<file path="src/hw/rtl/priority_task_dispatcher_assert.svh">
// Assertion macros used by the dispatcher back end
`ifndef PRIORITY_TASK_DISPATCHER_ASSERT_SVH
`define PRIORITY_TASK_DISPATCHER_ASSERT_SVH

// Implication checked on every clock edge outside reset
`define PTD_ASSERT_IMP(label, clk, rstn, ante, cons) \
    label: assert property (@(posedge clk) disable iff (!rstn) (ante) |-> (cons)) \
        else $error("assertion failed");

// Implication whose consequent is checked in the cycle after the antecedent
`define PTD_ASSERT_NEXT(label, clk, rstn, ante, cons) \
    label: assert property (@(posedge clk) disable iff (!rstn) (ante) |=> (cons)) \
        else $error("assertion failed");

`endif

</file>
<file path="src/hw/rtl/ptd_pkg.sv">
// Types and codes shared across the priority task dispatcher
`timescale 1ns / 1ps
package ptd_pkg;
    localparam logic OP_ADD      = 1'b0;
    localparam logic OP_DISPATCH = 1'b1;

    localparam logic [1:0] ST_ADDED      = 2'd0;
    localparam logic [1:0] ST_FULL       = 2'd1;
    localparam logic [1:0] ST_DISPATCHED = 2'd2;
    localparam logic [1:0] ST_EMPTY      = 2'd3;

    localparam int SEQ_W = 32;

    typedef struct packed {
        logic        opcode;
        logic [63:0] name_key;
        logic [7:0]  task_priority;
        logic [15:0] burst_length;
    } ptd_item_t;

    typedef struct packed {
        logic [1:0]  status;
        logic [63:0] chosen_name;
        logic [7:0]  chosen_priority;
        logic [15:0] chosen_burst;
        logic [31:0] start_time;
        logic [31:0] finish_time;
        logic [15:0] switch_count;
        logic [6:0]  tasks_left;
    } ptd_result_t;

    // one table entry as held in the RAM
    typedef struct packed {
        logic [SEQ_W-1:0] seq;
        logic [15:0]      burst;
        logic [7:0]       prio;
        logic [63:0]      name;
    } ptd_entry_t;
endpackage

</file>
<file path="src/hw/rtl/ptd_front.sv">
// Front end: accepts beats and holds them in a two-deep queue
`timescale 1ns / 1ps
module ptd_front
    import ptd_pkg::*;
(
    input  logic      aclk,
    input  logic      aresetn,
    input  logic      in_valid,
    output logic      in_ready,
    input  ptd_item_t in_item,
    output logic      q_valid,
    input  logic      q_ready,
    output ptd_item_t q_item
);
    ptd_item_t slot_reg [2];
    logic      wr_ptr_reg, wr_ptr_next;
    logic      rd_ptr_reg, rd_ptr_next;
    logic [1:0] fill_reg, fill_next;
    logic      push, pop;

    assign in_ready = (fill_reg != 2'd2);
    assign q_valid  = (fill_reg != 2'd0);
    assign q_item   = slot_reg[rd_ptr_reg];
    assign push     = in_valid && in_ready;
    assign pop      = q_valid && q_ready;

    // pointer and fill bookkeeping
    always_comb begin
        wr_ptr_next = push ? ~wr_ptr_reg : wr_ptr_reg;
        rd_ptr_next = pop ? ~rd_ptr_reg : rd_ptr_reg;
        fill_next   = fill_reg;
        if (push && !pop) begin
            fill_next = fill_reg + 2'd1;
        end else if (pop && !push) begin
            fill_next = fill_reg - 2'd1;
        end
    end

    always_ff @(posedge aclk) begin
        if (!aresetn) begin
            wr_ptr_reg <= 1'b0;
            rd_ptr_reg <= 1'b0;
            fill_reg   <= 2'd0;
        end else begin
            wr_ptr_reg <= wr_ptr_next;
            rd_ptr_reg <= rd_ptr_next;
            fill_reg   <= fill_next;
        end
    end

    // payload store
    always_ff @(posedge aclk) begin
        if (push) begin
            slot_reg[wr_ptr_reg] <= in_item;
        end
    end
endmodule

</file>
<file path="config.mk">
export PLATFORM = sky130hd
export DESIGN_NAME = ptd_front
export DESIGN_NICKNAME = d
export VERILOG_FILES = /design/src/hw/rtl/priority_task_dispatcher_assert.svh /design/src/hw/rtl/ptd_pkg.sv /design/src/hw/rtl/ptd_front.sv
export SDC_FILE = /design/constraint.sdc
export NUM_CORES = 1
export LEC_CHECK = 0
export BUFFER_PORTS_ARGS = -buffer_cell sky130_fd_sc_hd__buf_2
export CAP_MARGIN = 20
export CORE_MARGIN = 4
export CORE_UTILIZATION = 46
export DETAILED_ROUTE_END_ITERATION = 8
export GPL_TIMING_DRIVEN = 0
export MAX_ROUTING_LAYER = met4
export PLACE_DENSITY = 0.71
export SETUP_SLACK_MARGIN = 0.15
export SYNTH_ARGS = -nofsm -noshare
export SYNTH_HDL_FRONTEND = slang
export SYNTH_SLANG_ARGS = --single-unit
</file>
<file path="constraint.sdc">
create_clock -name aclk -period 8.4 [get_ports aclk]
set_input_delay 0.42 -clock aclk [delete_from_list [all_inputs] [get_ports aclk]]
set_output_delay 0.42 -clock aclk [all_outputs]
set_load 0.03 [all_outputs]
</file>
==> run metrics <==
status=finished clean; TritonCTS clock tree=done; Worst Hold Class=in -> reg; Peak VDD IR=between 0.15 and 0.2 mV; top cells by area, synth=edfxtp_1 80%, mux2_2 13%, mux2_4 2.2%, dfxtp_1 1.5%, buf_2 0.52%; wire per inst=17.2 um; r2r worst-path depth=4; Die Ht=about 130 um; sequential area share after synthesis=81.3%; DRT iter0 DRCs=208; core area=0.0140 mm2; row count=43; share of post-route cells with drive strength above 1=61.6%; total CTS buffers=17; total chip power=2750 uW; area grow syn2layout=26.5%; Filler Cells Inserted=between 1000 and 1500; critical-path maximum fanout=10; synthesized flop and latch total=183; CP Capture Type=output pin; Placed Instances=roughly 670; post-CTS setup buffers=0; total routed wirelength=12000 um; Critical R2R Launch=fill_reg[0]; Mapped Area=approximately 0.0067 mm2; grt ovf=0; Max Root-Sink Buffers=2; hold_buf cts=0; DRT Pass-1 Iters=4; end point of the critical path=q_item[75]; starting density of the core=47.7%; setup_tns=0 ns; first-pass GRT wire length=18500 um; Die W=about 130 um; clock latency on the worst-skew pair=0.41 ns; die area=about 0.017 mm2; max reg flops=178; reg2reg setup slack=6.51 ns; Reg clk slew, reported paths=0.07 ns; initial antenna violation count=2; area leader, netlist=edfxtp_1; WS Path Type=reg -> out; sequential share of power=42.4%; clk sinks=183; Layout Skew=0.00876 ns; clk root buf=clkbuf_16; Reg-to-Reg End=slot_reg[0][80]; # H-tree levels=4; min Tclk post-route=2.16 ns; Mapped Cells=301; number of nets with antenna violations after routing=0; Slowest Stage Delay on Critical Path=0.32 ns; Sw Ratio=31.9%; Max Slew Vio Count=0; Post-Syn Nets=between 300 and 400; Leakage=0.00319 uW; worst-path cell chain=buf_6, buf_6, buf_6, mux2_4, buf_2; Max-slew headroom=62.8%; number of port buffers=183; vias in the first global route=approximately 3700; max-cap violation count=0; GRT Util Overall=between 15 and 20%; I/O Pins=around 180; Syn. warnings=0; RSZ-0062 raised after global routing=no; Fin. Hold Viols=0; post-detail-place hpwl=8220 um; final setup vio count=0; via count=3390; Synth top area share=between 70% and 80%; Clk pwr share=27.3%; DRC viols=0; net switching power figure=877 uW; Cells on Worst Hold Path=1; Most common cell on crit path=buf_6; Comb pwr share=a little under a third; worst slew pin tran=0.559 ns; Worst Path Required=7.98 ns; FMAX=463 MHz; RePlAce Congestion=~0.71; syn_area_per_cell=22.2 um2; Vias/cell=a little under 5; WP data arrival=about 1.7 ns; startpoint types=flip-flop; Synth cell types=21; Final #Nets=599; Internal=approximately 1900 uW; Finished Layout Cells=700; largest net degree at the start of global routing=53; Worst path slowest cell=dfxtp_1; crit share post-route=25.7%; Pwr Density=approximately 330 mW/mm2; Resize count post-CTS=0
[cells in the final DEF, fill, tap and decap left out]
cell type   Yosys  layout
buf_2           7     190
and2_1          4       4
nand2b_4        1       1
and3_4          0       1
mux2_4         10      10
ha_1            1       1
clkbuf_8        0       3
clkbuf_1        0       2
xnor2_1         2       2
buf_6           3       3
bufinv_16       0       1
clkinvlp_4      0       3
nand3b_1        1       1
o21ai_1         1       1
or3_1           1       1
o21ai_0         1       1
or2_2           1       1
mux2_2         79      79
inv_4           0       1
a21boi_0        1       1
clkbuf_16       0      17
clkinv_4        0       1
edfxtp_1      178     178
a21boi_1        1       1
a21bo_2         1       1
diode_2         0       2
xor2_1          1       1
clkinv_2        0       3
inv_6           0       2
dfxtp_1         5       5
buf_16          0       2
[worst min path at each step]
stage                                 end   startpoint
after floorplan               fill_reg[1]  fill_reg[1]
after global placement        fill_reg[1]  fill_reg[1]
after detailed placement      fill_reg[1]  fill_reg[1]
after CTS                 slot_reg[0][56]  in_item[56]
after global routing      slot_reg[0][56]  in_item[56]
final                     slot_reg[1][59]  in_item[59]
[cells by family (layout without fill, tap and decap cells)]
logic type,Yosys count,after routing,synth area share [%]
AOI/OAI and AO/OA,5,5,0.523
xor gates and xnor gates,3,3,0.392
adders and majority gates,1,1,0.187
buffers and inverters,11,228,1.08
DFF,183,183,81.3
muxes,89,89,15.5
other,0,2,0
and+or+nand+nor,9,9,0.972
[power by group through the flow]
| stage | Combinational (uW) | Sequential (uW) | Clock (uW) |
|---|---|---|---|
| final | 833 | 1170 | 753 |
| after global routing | 885 | 1180 | 815 |
| after CTS | 850 | 1170 | 771 |
| after detailed placement | 847 | 1190 | 0 |
| after global placement | 826 | 1200 | 0 |
| after floorplan | 614 | 1190 | 0 |
[per-stage QoR]
stage               area [um2]  hold WS [ns]  util (%)  worst slack [ns]
global placement          7840         0.526      55.8              4.10
floorplan                 6700         0.512         -              5.19
finish                    8470         0.188      60.3              6.24
CTS                       8470         0.166      60.3              6.19
detailed placement        7900         0.556      56.3              6.50
global route              8470         0.161      60.3              6.15
[metal layers]
layer  global-route usage [%]  vias to the layer above  part of all wire (%)
met5                        -                        -                     0
met4                     6.92                        0                   2.0
met3                     5.15                       16                   8.2
met2                     24.8                      130                    50
met1                     17.2                     1640                    40
li1                         -                     1604                     -
[worst max-delay path, delay by kind of cell (launching register included)]
family	cells	cell delay, ns
mux	1	0.32
buf+inv	4	0.68
flops	1	0.32
[synthesized netlist by cell type]
master / number
and3_1: 1
xor2_1: 1
o21ai_1: 1
a21boi_1: 1
nand2b_4: 1
or2_2: 1
o21ai_0: 1
mux2_2: 79
buf_2: 7
inv_1: 1
edfxtp_1: 178
a21bo_2: 1
or3_1: 1
nand3b_1: 1
buf_6: 3
and2_1: 4
xnor2_1: 2
mux2_4: 10
a21boi_0: 1
dfxtp_1: 5
ha_1: 1
[final cells by class]
cell class / count / area [um2] / area share [%]
Timing Repair Buffer: 185 / 971 / 11.5
Clock buffer: 22 / 474 / 5.60
Clock inverter: 10 / 93.8 / 1.11
Tap cell: 180 / 225 / 2.66
Inverter: 1 / 6.26 / 0.0738
Antenna cell: 2 / 5.00 / 0.0591
Buffer: 10 / 68.8 / 0.812
Sequential cell: 183 / 5450 / 64.3
Multi-Input combinational cell: 107 / 1180 / 14.0
(Power assumes the default switching activity.)
